[config.mk]
export PLATFORM = sky130hd
export DESIGN_NAME = sliding_window_frame_parser
export DESIGN_NICKNAME = d
export VERILOG_FILES = /design/src/design/swfp_pkg.sv /design/src/design/swfp_core.sv /design/src/design/swfp_out_reg.sv /design/src/design/sliding_window_frame_parser.sv
export SDC_FILE = /design/constraint.sdc
export NUM_CORES = 1
export LEC_CHECK = 0
export BUFFER_PORTS_ARGS = -buffer_cell sky130_fd_sc_hd__clkbuf_2
export CORE_MARGIN = 1
export CORE_UTILIZATION = 50
export CTS_CLUSTER_SIZE = 28
export DETAILED_ROUTE_END_ITERATION = 7
export PLACE_DENSITY = 0.69
export SLEW_MARGIN = 10
export SYNTH_ARGS = -nofsm -noshare
export SYNTH_HDL_FRONTEND = slang
export SYNTH_SLANG_ARGS = --single-unit
[constraint.sdc]
create_clock -name clk_i -period 4.3 [get_ports clk_i]
set_input_delay 0.43 -clock clk_i [delete_from_list [all_inputs] [get_ports clk_i]]
set_output_delay 0.43 -clock clk_i [all_outputs]
set_load 0.02 [all_outputs]
[src/design/swfp_pkg.sv]
`timescale 1ns / 1ps
// ----------------------------------------------------------------------------
// swfp_pkg: shared types and constants for the sliding window frame parser
// Header codes, type and status codes, the result record and its builder.
// ----------------------------------------------------------------------------
package swfp_pkg;

  localparam int unsigned MAX_PAYLOAD = 4096;

  localparam int unsigned BYTE_W = 8;
  localparam int unsigned TYPE_W = 2;
  localparam int unsigned SEQ_W  = 32;
  localparam int unsigned LEN_W  = 13;
  localparam int unsigned STAT_W = 3;
  localparam int unsigned TDATA_W = 64;

  // header byte codes
  localparam logic [BYTE_W-1:0] HDR_DATA = 8'h01;
  localparam logic [BYTE_W-1:0] HDR_ACK  = 8'h06;
  localparam logic [BYTE_W-1:0] HDR_NAK  = 8'h07;

  // reported frame type
  localparam logic [TYPE_W-1:0] TYPE_DATA = 2'd0;
  localparam logic [TYPE_W-1:0] TYPE_ACK  = 2'd1;
  localparam logic [TYPE_W-1:0] TYPE_NAK  = 2'd2;
  localparam logic [TYPE_W-1:0] TYPE_UNK  = 2'd3;

  // reported frame status
  localparam logic [STAT_W-1:0] STAT_OK        = 3'd0;
  localparam logic [STAT_W-1:0] STAT_BAD_CHK   = 3'd1;
  localparam logic [STAT_W-1:0] STAT_UNK_HDR   = 3'd2;
  localparam logic [STAT_W-1:0] STAT_LEN_RANGE = 3'd3;
  localparam logic [STAT_W-1:0] STAT_CUT_SHORT = 3'd4;

  // result kind
  localparam logic KIND_PAYLOAD = 1'b0;
  localparam logic KIND_SUMMARY = 1'b1;

  typedef struct packed {
    logic              out_kind;
    logic [BYTE_W-1:0] payload_byte;
    logic [TYPE_W-1:0] frame_type;
    logic [SEQ_W-1:0]  seq_number;
    logic [LEN_W-1:0]  payload_len;
    logic [STAT_W-1:0] frame_status;
    logic              frame_end;
  } result_t;

  function automatic result_t make_summary(logic [TYPE_W-1:0] ftype,
                                           logic [SEQ_W-1:0]  seq,
                                           logic [LEN_W-1:0]  len,
                                           logic [STAT_W-1:0] status);
    result_t r;
    r.out_kind     = KIND_SUMMARY;
    r.payload_byte = '0;
    r.frame_type   = ftype;
    r.seq_number   = seq;
    r.payload_len  = len;
    r.frame_status = status;
    r.frame_end    = 1'b1;
    return r;
  endfunction

  function automatic result_t make_payload(logic [BYTE_W-1:0] b);
    result_t r;
    r              = '0;
    r.out_kind     = KIND_PAYLOAD;
    r.payload_byte = b;
    return r;
  endfunction

endpackage

[src/design/swfp_core.sv]
`timescale 1ns / 1ps
// ----------------------------------------------------------------------------
// swfp_core: frame parse state and per-byte result logic
// Holds the parse phase and field accumulators; one byte is consumed per
// accepted transaction and at most one result is produced for it.
// ----------------------------------------------------------------------------
module swfp_core #(
  parameter int unsigned MaxPayload = swfp_pkg::MAX_PAYLOAD
) (
  input  logic                          clk_i,
  input  logic                          rst_ni,
  input  logic                          accept_i,
  input  logic [swfp_pkg::BYTE_W-1:0]   rx_byte_i,
  input  logic                          frame_start_i,
  output logic                          res_valid_o,
  output swfp_pkg::result_t             res_o
);

  localparam int unsigned RemW = $clog2(MaxPayload + 1);

  typedef enum logic [5:0] {
    PH_IDLE = 6'b000001,
    PH_SEQ  = 6'b000010,
    PH_LEN  = 6'b000100,
    PH_PAY  = 6'b001000,
    PH_CHK  = 6'b010000,
    PH_UNK  = 6'b100000
  } phase_e;

  phase_e                          phase_q, phase_d;
  logic [1:0]                      idx_q, idx_d;
  logic [swfp_pkg::TYPE_W-1:0]     type_q, type_d;
  logic [swfp_pkg::SEQ_W-1:0]      seq_q, seq_d;
  logic [31:0]                     len_q, len_d;
  logic [RemW-1:0]                 rem_q, rem_d;
  logic [swfp_pkg::BYTE_W-1:0]     sum_q, sum_d;

  always_comb begin
    phase_d     = phase_q;
    idx_d       = idx_q;
    type_d      = type_q;
    seq_d       = seq_q;
    len_d       = len_q;
    rem_d       = rem_q;
    sum_d       = sum_q;
    res_valid_o = 1'b0;
    res_o       = '0;

    if (frame_start_i) begin
      // close any frame in progress
      unique case (phase_q) inside
        PH_SEQ, PH_LEN, PH_PAY, PH_CHK: begin
          res_valid_o = 1'b1;
          res_o = swfp_pkg::make_summary(type_q, seq_q, len_q[swfp_pkg::LEN_W-1:0],
                                         swfp_pkg::STAT_CUT_SHORT);
        end
        PH_UNK: begin
          res_valid_o = 1'b1;
          res_o = swfp_pkg::make_summary(swfp_pkg::TYPE_UNK, '0, '0,
                                         swfp_pkg::STAT_UNK_HDR);
        end
        default: ;
      endcase
      sum_d   = rx_byte_i;
      seq_d   = '0;
      len_d   = '0;
      idx_d   = '0;
      rem_d   = '0;
      phase_d = PH_SEQ;
      case (rx_byte_i)
        swfp_pkg::HDR_DATA: type_d = swfp_pkg::TYPE_DATA;
        swfp_pkg::HDR_ACK:  type_d = swfp_pkg::TYPE_ACK;
        swfp_pkg::HDR_NAK:  type_d = swfp_pkg::TYPE_NAK;
        default: begin
          type_d = swfp_pkg::TYPE_UNK;
          if (!res_valid_o) begin
            res_valid_o = 1'b1;
            res_o = swfp_pkg::make_summary(swfp_pkg::TYPE_UNK, '0, '0,
                                           swfp_pkg::STAT_UNK_HDR);
            phase_d = PH_IDLE;
          end else begin
            // unknown-header summary waits one transaction
            phase_d = PH_UNK;
          end
        end
      endcase
    end else begin
      unique case (phase_q)
        PH_UNK: begin
          res_valid_o = 1'b1;
          res_o = swfp_pkg::make_summary(swfp_pkg::TYPE_UNK, '0, '0,
                                         swfp_pkg::STAT_UNK_HDR);
          phase_d = PH_IDLE;
        end
        PH_SEQ: begin
          case (idx_q)
            2'd0:    seq_d[7:0]   = rx_byte_i;
            2'd1:    seq_d[15:8]  = rx_byte_i;
            2'd2:    seq_d[23:16] = rx_byte_i;
            default: seq_d[31:24] = rx_byte_i;
          endcase
          sum_d = sum_q + rx_byte_i;
          if (idx_q == 2'd3) begin
            idx_d   = '0;
            phase_d = (type_q == swfp_pkg::TYPE_DATA) ? PH_LEN : PH_CHK;
          end else begin
            idx_d = idx_q + 2'd1;
          end
        end
        PH_LEN: begin
          case (idx_q)
            2'd0:    len_d[7:0]   = rx_byte_i;
            2'd1:    len_d[15:8]  = rx_byte_i;
            2'd2:    len_d[23:16] = rx_byte_i;
            default: len_d[31:24] = rx_byte_i;
          endcase
          sum_d = sum_q + rx_byte_i;
          if (idx_q == 2'd3) begin
            idx_d = '0;
            if (len_d > 32'(MaxPayload)) begin
              res_valid_o = 1'b1;
              res_o = swfp_pkg::make_summary(swfp_pkg::TYPE_DATA, seq_q, '0,
                                             swfp_pkg::STAT_LEN_RANGE);
              phase_d = PH_IDLE;
            end else begin
              rem_d   = len_d[RemW-1:0];
              phase_d = (len_d != '0) ? PH_PAY : PH_CHK;
            end
          end else begin
            idx_d = idx_q + 2'd1;
          end
        end
        PH_PAY: begin
          sum_d       = sum_q + rx_byte_i;
          res_valid_o = 1'b1;
          res_o       = swfp_pkg::make_payload(rx_byte_i);
          rem_d       = rem_q - RemW'(1);
          if (rem_q == RemW'(1)) phase_d = PH_CHK;
        end
        PH_CHK: begin
          res_valid_o = 1'b1;
          res_o = swfp_pkg::make_summary(
                    type_q, seq_q,
                    (type_q == swfp_pkg::TYPE_DATA) ? len_q[swfp_pkg::LEN_W-1:0] : '0,
                    (rx_byte_i == ~sum_q) ? swfp_pkg::STAT_OK : swfp_pkg::STAT_BAD_CHK);
          phase_d = PH_IDLE;
        end
        default: ;  // idle: stray bytes between frames are dropped
      endcase
    end
  end

  always_ff @(posedge clk_i or negedge rst_ni) begin
    if (!rst_ni) begin
      phase_q <= PH_IDLE;
      idx_q   <= '0;
      type_q  <= '0;
      seq_q   <= '0;
      len_q   <= '0;
      rem_q   <= '0;
      sum_q   <= '0;
    end else if (accept_i) begin
      phase_q <= phase_d;
      idx_q   <= idx_d;
      type_q  <= type_d;
      seq_q   <= seq_d;
      len_q   <= len_d;
      rem_q   <= rem_d;
      sum_q   <= sum_d;
    end
  end

  a_phase_onehot: assert property (@(posedge clk_i) disable iff (!rst_ni)
    $onehot(phase_q))
    else $error("parse phase not one-hot");

  a_pay_rem_nonzero: assert property (@(posedge clk_i) disable iff (!rst_ni)
    phase_q == PH_PAY |-> rem_q != '0)
    else $error("payload phase with nothing remaining");

  a_payload_only_in_pay: assert property (@(posedge clk_i) disable iff (!rst_ni)
    accept_i && res_valid_o && res_o.out_kind == swfp_pkg::KIND_PAYLOAD
      |-> phase_q == PH_PAY && !frame_start_i)
    else $error("payload result outside payload phase");

endmodule

[src/design/swfp_out_reg.sv]
`timescale 1ns / 1ps
// ----------------------------------------------------------------------------
// swfp_out_reg: result register toward the output stream
// Holds one result until taken; refills in the cycle it drains.
// ----------------------------------------------------------------------------
module swfp_out_reg (
  input  logic              clk_i,
  input  logic              rst_ni,
  input  logic              load_i,
  input  swfp_pkg::result_t data_i,
  output logic              ready_o,
  output logic              valid_o,
  output swfp_pkg::result_t data_o,
  input  logic              take_i
);

  logic              valid_q, valid_d;
  swfp_pkg::result_t data_q;

  assign ready_o = !valid_q || take_i;
  assign valid_d = load_i || (valid_q && !take_i);

  always_ff @(posedge clk_i or negedge rst_ni) begin
    if (!rst_ni) begin
      valid_q <= 1'b0;
    end else begin
      valid_q <= valid_d;
    end
  end

  always_ff @(posedge clk_i) begin
    if (load_i) begin
      data_q <= data_i;
    end
  end

  assign valid_o = valid_q;
  assign data_o  = data_q;

endmodule

[src/design/sliding_window_frame_parser.sv]
`timescale 1ns / 1ps
// ----------------------------------------------------------------------------
// sliding_window_frame_parser: byte-stream frame parser
// Parses data / ack / nak frames, forwards payload bytes and reports one
// summary per frame with type, sequence number, length and status.
// ----------------------------------------------------------------------------
//
//  Channel   | Direction | tdata (low bit first)                      | tuser       | tlast
//  ----------+-----------+--------------------------------------------+-------------+----------
//  s_axis    | in        | rx_byte[7:0]                               | frame_start | -
//  m_axis    | out       | payload_byte, frame_type, seq_number,      | out_kind    | frame_end
//            |           | payload_len, frame_status, zero pad        |             |
//
//  One byte per cycle while the output register is empty or being drained:
//  each input transaction is parsed in the cycle it is accepted and its
//  result (if any) lands in the output register.
//  s_axis_tready_o follows the output register: high when it is empty or is
//  being drained, so the stream runs at full rate while m_axis_tready_i is high.
//  A stall on m_axis holds the result and stops new bytes; nothing is dropped.
//  Asynchronous active-low reset returns the parser to idle, output empty.
// ----------------------------------------------------------------------------
module sliding_window_frame_parser #(
  parameter int unsigned MaxPayload = swfp_pkg::MAX_PAYLOAD
) (
  input  logic                            clk_i,
  input  logic                            rst_ni,
  input  logic                            s_axis_tvalid_i,
  output logic                            s_axis_tready_o,
  input  logic [swfp_pkg::BYTE_W-1:0]     s_axis_tdata_i,   // [7:0] rx_byte
  input  logic                            s_axis_tuser_i,   // frame_start
  output logic                            m_axis_tvalid_o,
  input  logic                            m_axis_tready_i,
  // [7:0] payload_byte, [9:8] frame_type, [41:10] seq_number,
  // [54:42] payload_len, [57:55] frame_status, [63:58] zero
  output logic [swfp_pkg::TDATA_W-1:0]    m_axis_tdata_o,
  output logic                            m_axis_tuser_o,   // out_kind
  output logic                            m_axis_tlast_o    // frame_end
);

  logic              accept;
  logic              res_valid;
  swfp_pkg::result_t res;
  swfp_pkg::result_t out_res;

  assign accept = s_axis_tvalid_i && s_axis_tready_o;

  swfp_core #(
    .MaxPayload(MaxPayload)
  ) u_core (
    .clk_i         (clk_i),
    .rst_ni        (rst_ni),
    .accept_i      (accept),
    .rx_byte_i     (s_axis_tdata_i),
    .frame_start_i (s_axis_tuser_i),
    .res_valid_o   (res_valid),
    .res_o         (res)
  );

  swfp_out_reg u_out_reg (
    .clk_i   (clk_i),
    .rst_ni  (rst_ni),
    .load_i  (accept && res_valid),
    .data_i  (res),
    .ready_o (s_axis_tready_o),
    .valid_o (m_axis_tvalid_o),
    .data_o  (out_res),
    .take_i  (m_axis_tready_i)
  );

  assign m_axis_tdata_o = {6'b0, out_res.frame_status, out_res.payload_len,
                           out_res.seq_number, out_res.frame_type,
                           out_res.payload_byte};
  assign m_axis_tuser_o = out_res.out_kind;
  assign m_axis_tlast_o = out_res.frame_end;

  a_ready_when_empty: assert property (@(posedge clk_i) disable iff (!rst_ni)
    !m_axis_tvalid_o |-> s_axis_tready_o)
    else $error("input stalled with empty output register");

  a_payload_fields: assert property (@(posedge clk_i) disable iff (!rst_ni)
    m_axis_tvalid_o && m_axis_tuser_o == swfp_pkg::KIND_PAYLOAD
      |-> !m_axis_tlast_o && m_axis_tdata_o[63:8] == '0)
    else $error("payload transaction carries summary fields");

  a_summary_closes: assert property (@(posedge clk_i) disable iff (!rst_ni)
    m_axis_tvalid_o && m_axis_tuser_o == swfp_pkg::KIND_SUMMARY
      |-> m_axis_tlast_o && m_axis_tdata_o[7:0] == '0)
    else $error("summary transaction malformed");

endmodule

==> Yosys cells after proc, flatten, opt, wreduce, memory -nomap -nowiden <==
Cells that the tools add are included.
{ "word_totals": {"reg_bits": 156, "latch_bits": 0, "ramBits": 0, "mem_bits_ro": 0, "input_bits": 13, "output_inout_bits": 68, "elab_cells": 134, "n_memories": 0} }
{ "op_classes": {"addsub": 3, "mul": 0, "div": 0, "order_cmp": 1, "eq_ne": 18, "shifts": 0, "muxes": 56, "bitwise_logic": 1, "n_reduce_logical": 37} }
{ "ops": {"columns": ["op", "count"], "rows": [
  ["$mux W60", 5],
  ["$pmux W60 S4", 1],
  ["$mux W8", 18],
  ["$mux W32", 4],
  ["$pmux W60 S2", 1],
  ["$mux W13", 4],
  ["$mux W6", 7],
  ["$gt A32 B13 Y1 const B", 1],
  ["$reduce_bool A32 Y1", 1],
  ["$pmux W13 S2", 1],
  ["$pmux W6 S4", 1],
  ["$eq A8 B3 Y1 const B", 2],
  ["$reduce_bool A2 Y1", 7],
  ["$eq A13 B1 Y1 const B", 1],
  ["$sub A13 B1 Y13 const B", 1],
  ["$ne A3 B3 Y1 const B", 4],
  ["$reduce_and A3 Y1", 4],
  ["$reduce_or A3 Y1", 4],
  ["$mux W5", 2],
  ["$add A8 B8 Y8", 1],
  ["$eq A8 B1 Y1 const B", 1],
  ["$eq A8 B8 Y1", 1],
  ["$not A8 Y8", 1],
  ["$reduce_and A2 Y1", 4],
  ["24 further kinds", 39]
]} }

==> Depth between registers and ports, before layout <==
Gate-level depths: netlist (run 1).
{ "depth": {"word_depth": 12, "mapped_depth": 11, "depth_no_buf": 10} }

==> Modules after synthesis <==
Synthesis (run 1) repeated with hierarchy kept, for this count alone.
{ "unflattened": {"cells_unflattened": 704, "area_unflattened_um2": 7612.3} }
{ "by_module_without_submodules": {"columns": ["module", "instances", "cells_per_inst", "area_each_um2"], "rows": [
  ["swfp_core", 1, 632, 5701.7],
  ["swfp_out_reg", 1, 63, 1849.3],
  ["sliding_window_frame_parser", 1, 9, 61.3]
]} }

==> Least setup slack after synthesis (run 1) <==
No wires, ideal clock.
{ "synth_timing": {"path_kind": "reg-to-reg", "from": "register u_core.idx_q[0]", "to": "register u_out_reg.data_q, in the netlist u_out_reg.data_o[10], enable pin", "setup_time_ns": 0.423, "arrival_time_ns": 3.134, "path_slack_ns": 0.742, "path_stages_with_launch": 11, "path_buffers": 1, "path_cell_list": "dfrtp_1 > inv_1 > ha_1 > buf_2 > nor3_1 > a311oi_1 > o31ai_4 > nand3_1 > a21oi_1 > a21oi_1 > and2_1"} }
{ "synth_via": {"elab_chain_cells": 11, "elab_cells_between_ends": 23, "classes_between": "order compare (1); eq/ne (3); mux (16); reduce/logical (3)"} }
{ "synth_rtl": {"columns": ["element", "line_no", "source"], "rows": [
  ["start, declared", "swfp_core.sv:31", "logic [1:0] idx_q, idx_d;"],
  ["start signal, assigned", "swfp_core.sv:164", "idx_q <= idx_d;"],
  ["$eq A2 B1 Y1 (tied with other cells)", "swfp_core.sv:111", "case (idx_q)"],
  ["$reduce_or A3 Y1 (no source line)", null, null],
  ["$mux W8", "swfp_core.sv:111", null],
  ["$mux W8", "swfp_core.sv:88", "unique case (phase_q)"],
  ["$mux W8", "swfp_core.sv:49", "if (frame_start_i) begin"],
  ["$gt A32 B13 Y1", "swfp_core.sv:120", "if (len_d > 32'(MaxPayload)) begin"],
  ["$mux W1", "swfp_core.sv:120", null],
  ["$mux W1 (*)", "swfp_core.sv:118", "if (idx_q == 2'd3) begin"],
  ["$pmux W1 S2 (*)", "swfp_core.sv:88", null],
  ["$mux W1 (*)", "swfp_core.sv:49", null],
  ["$logic_and A1 B1 Y1 (*)", "sliding_window_frame_parser.sv:62", ".load_i (accept && res_valid),"],
  ["via u_out_reg.load_i", "swfp_out_reg.sv:9", "input logic load_i,"],
  ["end signal, assigned", "swfp_out_reg.sv:33", "data_q <= data_i;"],
  ["end, declared", "swfp_out_reg.sv:18", "swfp_pkg::result_t data_q;"]
]} }
The timed path passes the listed nets; every way through them passes the cells marked *. The select of a mux whose other input is x is not followed.
A chain may end at the register's enable or synchronous reset.

==> Worst setup path after layout (run 1) <==
{ "layout_timing": {"from": "register u_core.idx_q[0]", "to": "register u_out_reg.data_q, in the netlist u_out_reg.data_o[13], enable pin"} }
The elaborated chain is that of the path after synthesis.

==> flow_summary.ini, run 1 <==
[drt]
viasPerCell = 6.088
postRouteAntennaNets = 0
first_pass_iters = 5
drcViolationCount = 0
drt-initial-drc-count = 633
post_drt_wl_per_cell_um = 19.03
drt-total-wl_um = 19260
vias = 6161

[timing]
fin_skew_ns = 0.01963
report.final.slew_viol_count = 0
max-slew-margin-rel_pct = 28.97
measured_slew_at_the_worst_slew_check_pin_ns = 1.062
fmax_mhz = 258.4
unrepaired_setup_endpoints_after_global_routing = false
period_minus_slack_ns = 3.870
fin_setup_tns_ns = 0
endpoints_failing_hold = 0
period_share_pct = 90.00
setup_violations_final = 0

[clock_tree]
root_buffer = sky130_fd_sc_hd__clkbuf_16
post-cts-setup-buffer-count = 0
numCtsBuffers = 17
post_cts.resized_instances = 0
clk_pin_slew_ns = 0.07
cts_tree = built
clock_sink_count = 155
clk_latency_ns = 0.43
ctsLongestPathBuffers = 2
cts_max_level = 4
holdBufCountCts = 0

[worst_setup_path]
reg2reg_depth = 10
data_arrival_time_of_the_worst_path_ns = 3.98
rr_startpoint = u_core.idx_q[0]
worst_r2r_endpoint = u_out_reg.data_o[13]
setup.worst_path.start_class = flop
crit_required_ns = 4.41
critical_path_class = reg -> reg
cp_max_fo = 45
endpoint_kind = flop
regToRegSetupSlack_ns = 0.43

[cells_and_area]
fillers = 1284
design.final.nets = 838
area.sequential_sq_um = 4175
multi_input_gate_area_sq_um = 3241
n_antenna_cell = 0
finalCoreUtilization_pct = 57.52
area_delta_synth_final_pct = 12.24
drive_gt1_share_pct = 16.38

[place]
gp_congestion = 0.9012
place.port_buffers = 74
dpl.hpwl_um = 12850

[pwr]
share_clk_of_total_power_pct = 31.1
p_switching_w = 0.001528
p_per_area_nw_per_um2 = 510.1
combPwrFrac_pct = 25.4
internal_power_w = 0.002933
power.sequential.fraction_pct = 43.6
worst_supply_voltage_drop_on_vdd_v = 0.0002662
power_switching_share_pct = 34.26
static-leakage-power_nw = 3.750

[grt]
grt_pass1_vias = 5940
pin_count_of_the_biggest_net_entering_global_routing = 68
antenna_found_initial = 0
grt_first_pass_wirelength_um = 30950
groute.usage.overall_pct = 25.09
grt.overflow.total = 0

[yosys]
netlist-cell-type-count = 66
number_of_enable_flip_flop_cells_after_synthesis = 59
register_area_share_after_synthesis_pct = 53.59
register_bit_count_reported_by_yosys = 155
asyncSetResetFlopFracSynth_pct = 61.94
avgSynthCellArea_sq_um = 10.22
syn_inst = 762
yosysWarnings = 0
mapped_cell_area_sq_um = 7791
dominantRegCellSynth = sky130_fd_sc_hd__dfrtp_1

[floorplan]
floorplan.die.width_um = 126.8
dieHeight_um = 126.8
core.rowCount = 45
fp.dieArea_sq_um = 16090
ioPinCount = 81
effective_utilization_at_floorplan_pct = 51.25
design.core.area_sq_um = 15200

[job]
max_cap_violations = 0

[status]
run_status = finished, final reports clean

[hold_path]
min-delay-path-class = in -> async
worst max-delay path by stage:
stage / startpoint / endpoint
finish: u_core.idx_q[0] / u_out_reg.data_o[13]
global route: u_core.idx_q[0] / u_out_reg.data_o[33]
CTS: u_core.idx_q[0] / u_out_reg.data_o[33]
detailed placement: u_core.idx_q[0] / u_out_reg.data_o[33]
global placement: u_core.idx_q[0] / u_out_reg.data_o[14]
floorplan: u_core.idx_q[0] / u_out_reg.data_o[10]
logic make-up after synthesis:
| logic type | count (synthesis) | share of synthesized area [%] |
|---|---|---|
| mux | 18 | 2.345 |
| xor+xnor | 6 | 0.6746 |
| flops | 155 | 53.59 |
| fa+ha+maj | 14 | 2.345 |
| simple gates | 264 | 17.30 |
| other cells | 1 | 0.04813 |
| compound gates | 220 | 18.55 |
| buf+inv | 84 | 5.155 |
placed cells by master (no fill, tap or decap), types with 11 or more instances in the layout:
| cell | synthesis | routed |
|---|---|---|
| sky130_fd_sc_hd__a21oi_1 | 51 | 51 |
| sky130_fd_sc_hd__a22o_1 | 31 | 31 |
| sky130_fd_sc_hd__a31oi_1 | 12 | 11 |
| sky130_fd_sc_hd__and2_1 | 16 | 15 |
| sky130_fd_sc_hd__buf_4 | 7 | 14 |
| sky130_fd_sc_hd__clkbuf_16 | 0 | 17 |
| sky130_fd_sc_hd__clkbuf_2 | 0 | 73 |
| sky130_fd_sc_hd__dfrtp_1 | 95 | 95 |
| sky130_fd_sc_hd__edfxtp_1 | 59 | 59 |
| sky130_fd_sc_hd__ha_1 | 13 | 13 |
| sky130_fd_sc_hd__inv_1 | 21 | 21 |
| sky130_fd_sc_hd__mux2i_1 | 16 | 16 |
| sky130_fd_sc_hd__nand2_1 | 68 | 68 |
| sky130_fd_sc_hd__nand3_1 | 17 | 17 |
| sky130_fd_sc_hd__nor2_1 | 62 | 62 |
| sky130_fd_sc_hd__nor2b_1 | 38 | 38 |
| sky130_fd_sc_hd__nor3_1 | 23 | 23 |
| sky130_fd_sc_hd__o21ai_0 | 68 | 67 |
synthesized netlist by cell type (7+ instances only):
library cell | count | area, sq um
sky130_fd_sc_hd__dfrtp_1 | 95 | 2377
sky130_fd_sc_hd__nand2_1 | 68 | 255.2
sky130_fd_sc_hd__o21ai_0 | 68 | 340.3
sky130_fd_sc_hd__nor2_1 | 62 | 232.7
sky130_fd_sc_hd__edfxtp_1 | 59 | 1772
sky130_fd_sc_hd__a21oi_1 | 51 | 255.2
sky130_fd_sc_hd__nor2b_1 | 38 | 237.7
sky130_fd_sc_hd__a22o_1 | 31 | 271.5
sky130_fd_sc_hd__clkbuf_1 | 30 | 112.6
sky130_fd_sc_hd__nor3_1 | 23 | 115.1
sky130_fd_sc_hd__inv_1 | 21 | 78.83
sky130_fd_sc_hd__buf_2 | 18 | 90.09
sky130_fd_sc_hd__nand3_1 | 17 | 85.08
sky130_fd_sc_hd__and2_1 | 16 | 100.1
sky130_fd_sc_hd__mux2i_1 | 16 | 160.2
sky130_fd_sc_hd__ha_1 | 13 | 162.7
sky130_fd_sc_hd__a31oi_1 | 12 | 75.07
sky130_fd_sc_hd__nor4_1 | 8 | 50.05
sky130_fd_sc_hd__o311ai_0 | 8 | 70.07
sky130_fd_sc_hd__o41ai_1 | 8 | 70.07
sky130_fd_sc_hd__and3_1 | 7 | 43.79
sky130_fd_sc_hd__buf_4 | 7 | 52.55
sky130_fd_sc_hd__o31ai_1 | 7 | 52.55
registers in the layout, summed over array words and instances (netlist names):
register / flops
u_core.rem_q: 13
u_out_reg.data_o: 59
u_core.len_q: 32
u_core.type_q: 2
u_out_reg.valid_o: 1
u_core.phase_q: 6
u_core.seq_q: 32
u_core.idx_q: 2
u_core.sum_q: 8
metrics by stage:
| step | cells | setup slack (ns) | instance area (sq um) | total power (W) | hold slack (ns) |
|---|---|---|---|---|---|
| 6_report | 1012 | 0.4301 | 8745 | 0.004461 | 0.1267 |
| 5_1_grt | 1012 | 0.1839 | 8745 | 0.004700 | 0.2129 |
| 4_1_cts | 1012 | 0.4548 | 8738 | 0.004485 | 0.1549 |
| 3_5_place_dp | 980 | 0.4726 | 8198 | 0.003091 | 0.4805 |
| 3_3_place_gp | 980 | 0.6503 | 8198 | 0.003043 | 0.4710 |
| 2_1_floorplan | 767 | 0.7424 | 7810 | 0.002788 | 0.1344 |
power groups by stage:
stage / clock [W] / combinational (W) / sequential, W
finish: 0.00139 / 0.00113 / 0.00194
global route: 0.00148 / 0.00126 / 0.00197
CTS: 0.00141 / 0.00113 / 0.00194
detailed placement: 0 / 0.00112 / 0.00197
global placement: 0 / 0.00109 / 0.00196
floorplan: 0 / 0.000737 / 0.00205
worst max-delay path: stages, from the launching register on:
cell,delay (ns)
sky130_fd_sc_hd__dfrtp_1,0.43
sky130_fd_sc_hd__inv_1,0.11
sky130_fd_sc_hd__ha_1,0.58
sky130_fd_sc_hd__nor3_1,0.12
sky130_fd_sc_hd__a311oi_1,0.49
sky130_fd_sc_hd__o31ai_4,0.11
sky130_fd_sc_hd__nand3_1,0.14
sky130_fd_sc_hd__a21oi_1,0.10
sky130_fd_sc_hd__a21oi_1,0.20
sky130_fd_sc_hd__and2_2,0.89
sky130_fd_sc_hd__buf_4,0.38
metal layers:
layer  share of wire [%]  GRT usage (%)  vias to the layer above
li1                    -              -                     2864
met1                  45          33.55                     2998
met2                  46          39.33                      245
met3                 5.7          5.019                       54
met4                 3.4          12.11                        0
met5                   0              0                        -
cell type report:
class | count | share of cell area, %
Clock buffer | 18 | 4.908
Clock inverter | 14 | 1.273
Inverter | 22 | 0.9443
Tap cell | 188 | 2.690
Sequential cell | 155 | 47.75
Multi-Input combinational cell | 528 | 37.06
Timing Repair Buffer | 87 | 5.380
Note: power is estimated with default switching activity, not from simulation.
==> run 2, diff against run 1 <==
--- a/config.mk
+++ b/config.mk
@@ -7,2 +7,3 @@
 export LEC_CHECK = 0
+export ABC_CLOCK_PERIOD_IN_PS = 4300
 export BUFFER_PORTS_ARGS = -buffer_cell sky130_fd_sc_hd__clkbuf_2
==> constraint.sdc (replaced) <==
create_clock -name clk_i -period 4.3 [get_ports clk_i]
set_input_delay 0.645 -clock clk_i [delete_from_list [all_inputs] [get_ports clk_i]]
set_output_delay 0.645 -clock clk_i [all_outputs]
set_load 0.02 [all_outputs]
==> run 2 against run 1 <==
  * Final area about the same
  * Largest cell class unchanged
  * Total power increased by 0.59%
  * Non-clock buffer count decreased by 2
  * Largest power group unchanged
  * Critical path type unchanged
  * Routed wire length decreased by 0.60%
  * Count of clock-buffer cells in the layout unchanged
  * Critical endpoint is now u_out_reg.data_o[33]
  * Maximum frequency increased by 11%
  * Hold slack improved by 0.21 ns
==> flow_summary.ini, run 2 (synthesis gave the netlist of run 1 again) <==
[status]
run_status = finished, final reports clean

[floorplan]
design.core.area_sq_um = 15200
ioPinCount = 81
core.rowCount = 45
effective_utilization_at_floorplan_pct = 51.25
fp.dieArea_sq_um = 16090
dieHeight_um = 126.8
floorplan.die.width_um = 126.8

[clock_tree]
numCtsBuffers = 17
cts_max_level = 4
clk_pin_slew_ns = 0.06
root_buffer = sky130_fd_sc_hd__clkbuf_16
cts_tree = built
holdBufCountCts = 0
ctsLongestPathBuffers = 2
post-cts-setup-buffer-count = 0
post_cts.resized_instances = 0
clock_sink_count = 155
clk_latency_ns = 0.44

[grt]
antenna_found_initial = 0
grt_first_pass_wirelength_um = 30960
groute.usage.overall_pct = 25.12
grt_pass1_vias = 5898
grt.overflow.total = 0
pin_count_of_the_biggest_net_entering_global_routing = 68

[cells_and_area]
largest_register_ff_count = 59
n_antenna_cell = 0
area_delta_synth_final_pct = 12.22
design.final.nets = 836
final_design_area_no_fill_sq_um = 8743
fin_cells = 1010
layout_commonest_cell = sky130_fd_sc_hd__dfrtp_1
layout.cells.most_common_list = sky130_fd_sc_hd__dfrtp_1, sky130_fd_sc_hd__clkbuf_2, sky130_fd_sc_hd__nand2_1
finalCoreUtilization_pct = 57.51
drive_gt1_share_pct = 16.18

[job]
max_cap_violations = 0

[pwr]
p_per_area_nw_per_um2 = 513.1
internal_power_w = 0.002939
worst_supply_voltage_drop_on_vdd_v = 0.0002721
static-leakage-power_nw = 3.730
power.sequential.fraction_pct = 43.3
p_switching_w = 0.001548
post-layout-total-power_w = 0.004487
share_clk_of_total_power_pct = 31.7
power_switching_share_pct = 34.50
combPwrFrac_pct = 25.0

[hold_path]
min-delay-path-class = in -> async

[worst_setup_path]
crit_required_ns = 4.36
worst_r2r_endpoint = u_out_reg.data_o[33]
rr_startpoint = u_core.idx_q[0]
cp_max_fo = 59
endpoint_kind = flop
setup.worst_path.start_class = flop
regToRegSetupSlack_ns = 0.83
critical_path_class = reg -> reg
data_arrival_time_of_the_worst_path_ns = 3.54
reg2reg_depth = 10

[drt]
post_drt_wl_per_cell_um = 18.96
drt-total-wl_um = 19150
postRouteAntennaNets = 0
drcViolationCount = 0
first_pass_iters = 6
viasPerCell = 6.099
drt-initial-drc-count = 758
vias = 6160

[timing]
fmax_mhz = 287.9
report.final.slew_viol_count = 0
unrepaired_setup_endpoints_after_global_routing = false
fin_skew_ns = 0.008472
fin_setup_tns_ns = 0
setup_violations_final = 0
max-slew-margin-rel_pct = 39.83
measured_slew_at_the_worst_slew_check_pin_ns = 0.9025
period_share_pct = 80.77
endpoints_failing_hold = 0
period_minus_slack_ns = 3.473

[place]
placedInstanceArea_sq_um = 8183
gp_congestion = 0.9050
dpl.hpwl_um = 12690
dp_cells = 978
place.port_buffers = 74
## run 2: how the worst max path moves through the flow
stage	to	slack, ns	cells after the start	start
global placement	u_out_reg.data_o[32]	0.99	9	s_axis_tdata_i[2]
floorplan	u_out_reg.data_o[10]	0.68	8	s_axis_tdata_i[7]
global route	u_out_reg.data_o[53]	0.60	10	u_core.idx_q[0]
detailed placement	u_out_reg.data_o[14]	0.87	10	u_core.idx_q[0]
CTS	u_out_reg.data_o[9]	0.85	10	u_core.idx_q[0]
finish	u_out_reg.data_o[33]	0.83	10	u_core.idx_q[0]
## run 2: area by class of cell
type / instances / area (sq um)
Inverter: 22 / 82.58
Timing Repair Buffer: 85 / 455.4
Clock inverter: 14 / 125.1
Multi-Input combinational cell: 528 / 3241
Fill cell: 1275 / 6459
Clock buffer: 18 / 429.2
Sequential cell: 155 / 4175
Tap cell: 188 / 235.2
## run 2: metrics by stage
stage               hold WS, ns  setup slack, ns
floorplan                0.3494           0.6755
global placement         0.4716           0.9928
detailed placement       0.4823           0.8688
CTS                      0.3681           0.8463
global route             0.4245           0.5964
finish                   0.3383           0.8267
## run 2: power by group through the flow
stage	registers (W)	clock network, W	logic [W]
floorplan	0.00205	0	0.000737
finish	0.00194	0.00142	0.00112
global route	0.00197	0.00149	0.00125
CTS	0.00194	0.00143	0.00112
detailed placement	0.00197	0	0.00111
global placement	0.00196	0	0.00109
## run 2: routing by layer
layer / global-route usage (%) / share of wire [%] / vias up / routed length (um)
met3: 4.133 / 6.5 / 31 / 1240
met4: 9.244 / 1.7 / 0 / 331
met5: 0 / 0 / - / 0
met2: 40.56 / 47 / 287 / 9007
met1: 34.30 / 45 / 2988 / 8566
li1: - / - / 2854 / -
## run 2: worst max-delay path, cell delays in order (launching register included)
cell and delay, ns:
sky130_fd_sc_hd__dfrtp_1 0.42, sky130_fd_sc_hd__inv_1 0.10, sky130_fd_sc_hd__ha_1 0.59, sky130_fd_sc_hd__nor3_1 0.12, sky130_fd_sc_hd__a311oi_1 0.54, sky130_fd_sc_hd__o31ai_4 0.13, sky130_fd_sc_hd__nand3_1 0.14, sky130_fd_sc_hd__a21oi_1 0.09
sky130_fd_sc_hd__a21oi_1 0.17, sky130_fd_sc_hd__and2_2 0.16, sky130_fd_sc_hd__buf_4 0.62
==> run 3, diff against run 2 <==
ABC_CLOCK_PERIOD_IN_PS = 2920   (was 4300)
PLACE_DENSITY = 0.72   (was 0.69)
clock period = 2.92 ns   (was 4.3 ns; I/O delays follow)
==> run 3 against run 2 <==
  * Cell count is 2.5% higher
  * Largest cell class unchanged
  * Count of clock-buffer cells in the layout is 2 higher
  * Routed wire length is 0.90% higher
  * Critical path depth stayed put
  * Die area stayed put
  * Non-clock buffer count is 25 higher
  * Final area is 3.2% higher
  * First-iteration DRC count is 24% lower
  * Core utilization is 1.8 points higher
==> flow_summary.ini, run 3 (synthesis gave the netlist of run 1 again) <==
[floorplan]
floorplan.die.width_um = 126.8
ioPinCount = 81
design.core.area_sq_um = 15200
core.rowCount = 45
fp.dieArea_sq_um = 16090
effective_utilization_at_floorplan_pct = 51.25
dieHeight_um = 126.8

[pwr]
static-leakage-power_nw = 3.877
power.sequential.fraction_pct = 42.4
post-layout-total-power_w = 0.006767
combPwrFrac_pct = 25.6
p_per_area_nw_per_um2 = 750.2
power_switching_share_pct = 32.68
worst_supply_voltage_drop_on_vdd_v = 0.0004309
share_clk_of_total_power_pct = 32.0
internal_power_w = 0.004556
p_switching_w = 0.002211

[cells_and_area]
area_delta_synth_final_pct = 15.77
layout_commonest_cell = sky130_fd_sc_hd__dfrtp_1
design.final.nets = 861
fillers = 1264
drive_gt1_share_pct = 19.24
largest_register_ff_count = 59
layout.cells.most_common_list = sky130_fd_sc_hd__dfrtp_1, sky130_fd_sc_hd__clkbuf_2, sky130_fd_sc_hd__o21ai_0, sky130_fd_sc_hd__nand2_1, sky130_fd_sc_hd__nor2_1
n_antenna_cell = 0

[clock_tree]
ctsLongestPathBuffers = 2
cts_max_level = 4
numCtsBuffers = 17
root_buffer = sky130_fd_sc_hd__clkbuf_16
cts_tree = built
clk_latency_ns = 0.42
post-cts-setup-buffer-count = 0
clk_pin_slew_ns = 0.07
clock_sink_count = 155

[worst_setup_path]
critical_path_class = reg -> reg
worst_r2r_endpoint = u_out_reg.data_o[59]
worst_setup_path_startpoint = u_core.idx_q[0]
rr_startpoint = u_core.idx_q[0]
endpoint_kind = flop
data_arrival_time_of_the_worst_path_ns = 2.93
regToRegSetupSlack_ns = 0.14
cp_max_fo = 46
reg2reg_depth = 10
crit_required_ns = 3.08
setup.worst_path.start_class = flop

[timing]
fin_skew_ns = 0.009434
fmax_mhz = 360.2
measured_slew_at_the_worst_slew_check_pin_ns = 0.7489
endpoints_failing_hold = 0
unrepaired_setup_endpoints_after_global_routing = false
report.final.slew_viol_count = 0
period_share_pct = 95.08
max-slew-margin-rel_pct = 50.07
fin_setup_tns_ns = 0
setup_violations_final = 0
period_minus_slack_ns = 2.776

[grt]
groute.usage.overall_pct = 25.24
grt_first_pass_wirelength_um = 31410
antenna_found_initial = 0
grt.overflow.total = 0
grt_pass1_vias = 6018
pin_count_of_the_biggest_net_entering_global_routing = 59

[drt]
drcViolationCount = 0
postRouteAntennaNets = 0
drt-total-wl_um = 19320
post_drt_wl_per_cell_um = 18.66
drt-initial-drc-count = 576
vias = 6290
viasPerCell = 6.077
first_pass_iters = 5

[place]
gp_congestion = 0.9085
place.port_buffers = 74
dpl.hpwl_um = 13510

[job]
max_cap_violations = 0

[hold_path]
min-delay-path-class = in -> async

[status]
run_status = finished, final reports clean
## run 3: power by group through the flow
stage               combinational, W  clock (W)  sequential, W
global route                 0.00191    0.00230        0.00291
CTS                          0.00172    0.00220        0.00286
finish                       0.00173    0.00217        0.00287
global placement             0.00166          0        0.00288
floorplan                    0.00109          0        0.00302
detailed placement           0.00172          0        0.00290
## run 3: layout make-up
| cell class | instances | area, sq um | share of cell area (%) |
|---|---|---|---|
| clock buffers | 20 | 446.7 | 4.952 |
| clock inverters | 12 | 141.4 | 1.567 |
| inverters | 22 | 82.58 | 0.9155 |
| multi-input cells | 528 | 3271 | 36.26 |
| flip-flops and latches | 155 | 4175 | 46.29 |
| well taps | 188 | 235.2 | 2.608 |
| repair buffers | 110 | 668.1 | 7.407 |
## run 3: worst max-delay path by stage
stage / to / slack (ns) / depth (start not counted)
finish: u_out_reg.data_o[59] / 0.14 / 10
CTS: u_out_reg.data_o[35] / 0.08 / 10
detailed placement: u_out_reg.data_o[23] / 0.12 / 10
floorplan: u_out_reg.data_o[10] / 0.004 / 10
global placement: u_out_reg.data_o[35] / 0.28 / 10
global route: u_out_reg.data_o[35] / 0.008 / 10
## run 3: what timing repair did
item	CTS	global route
hold buffers	0	0
gates resized for setup	0	6
endpoints found under the setup margin	0	65
## run 3: worst max-delay path, stage by stage (launching register included)
cell                      delay, ns
sky130_fd_sc_hd__dfrtp_1       0.42
sky130_fd_sc_hd__inv_1         0.08
sky130_fd_sc_hd__ha_1          0.31
sky130_fd_sc_hd__nor4_2        0.30
sky130_fd_sc_hd__a22oi_1       0.18
sky130_fd_sc_hd__o31ai_4       0.34
sky130_fd_sc_hd__nand3_2       0.15
sky130_fd_sc_hd__a21oi_2       0.17
sky130_fd_sc_hd__a21oi_1       0.11
sky130_fd_sc_hd__and2_2        0.23
sky130_fd_sc_hd__buf_12        0.19
## run 3: per-stage QoR
step,util [%],hold slack [ns],cells,cell area (sq um),worst slack (ns)
after global placement,55.23,0.4692,1003,8396,0.2808
final,59.33,0.07965,1035,9020,0.1437
after global routing,59.33,0.1471,1035,9020,0.007633
after floorplan,-,0.1424,767,7811,0.004434
after detailed placement,55.23,0.4807,1003,8396,0.1166
after CTS,59.09,0.1062,1035,8984,0.08247
## run 3: per-layer routing
layer | part of all wire [%] | GRT usage (%) | vias to the layer above | wire length, um
li1 | - | - | 2918 | -
met1 | 43 | 33.10 | 3074 | 8311
met2 | 48 | 41.08 | 256 | 9281
met3 | 6.6 | 5.230 | 42 | 1267
met4 | 2.4 | 10.08 | 0 | 457
met5 | 0 | 0 | - | 0
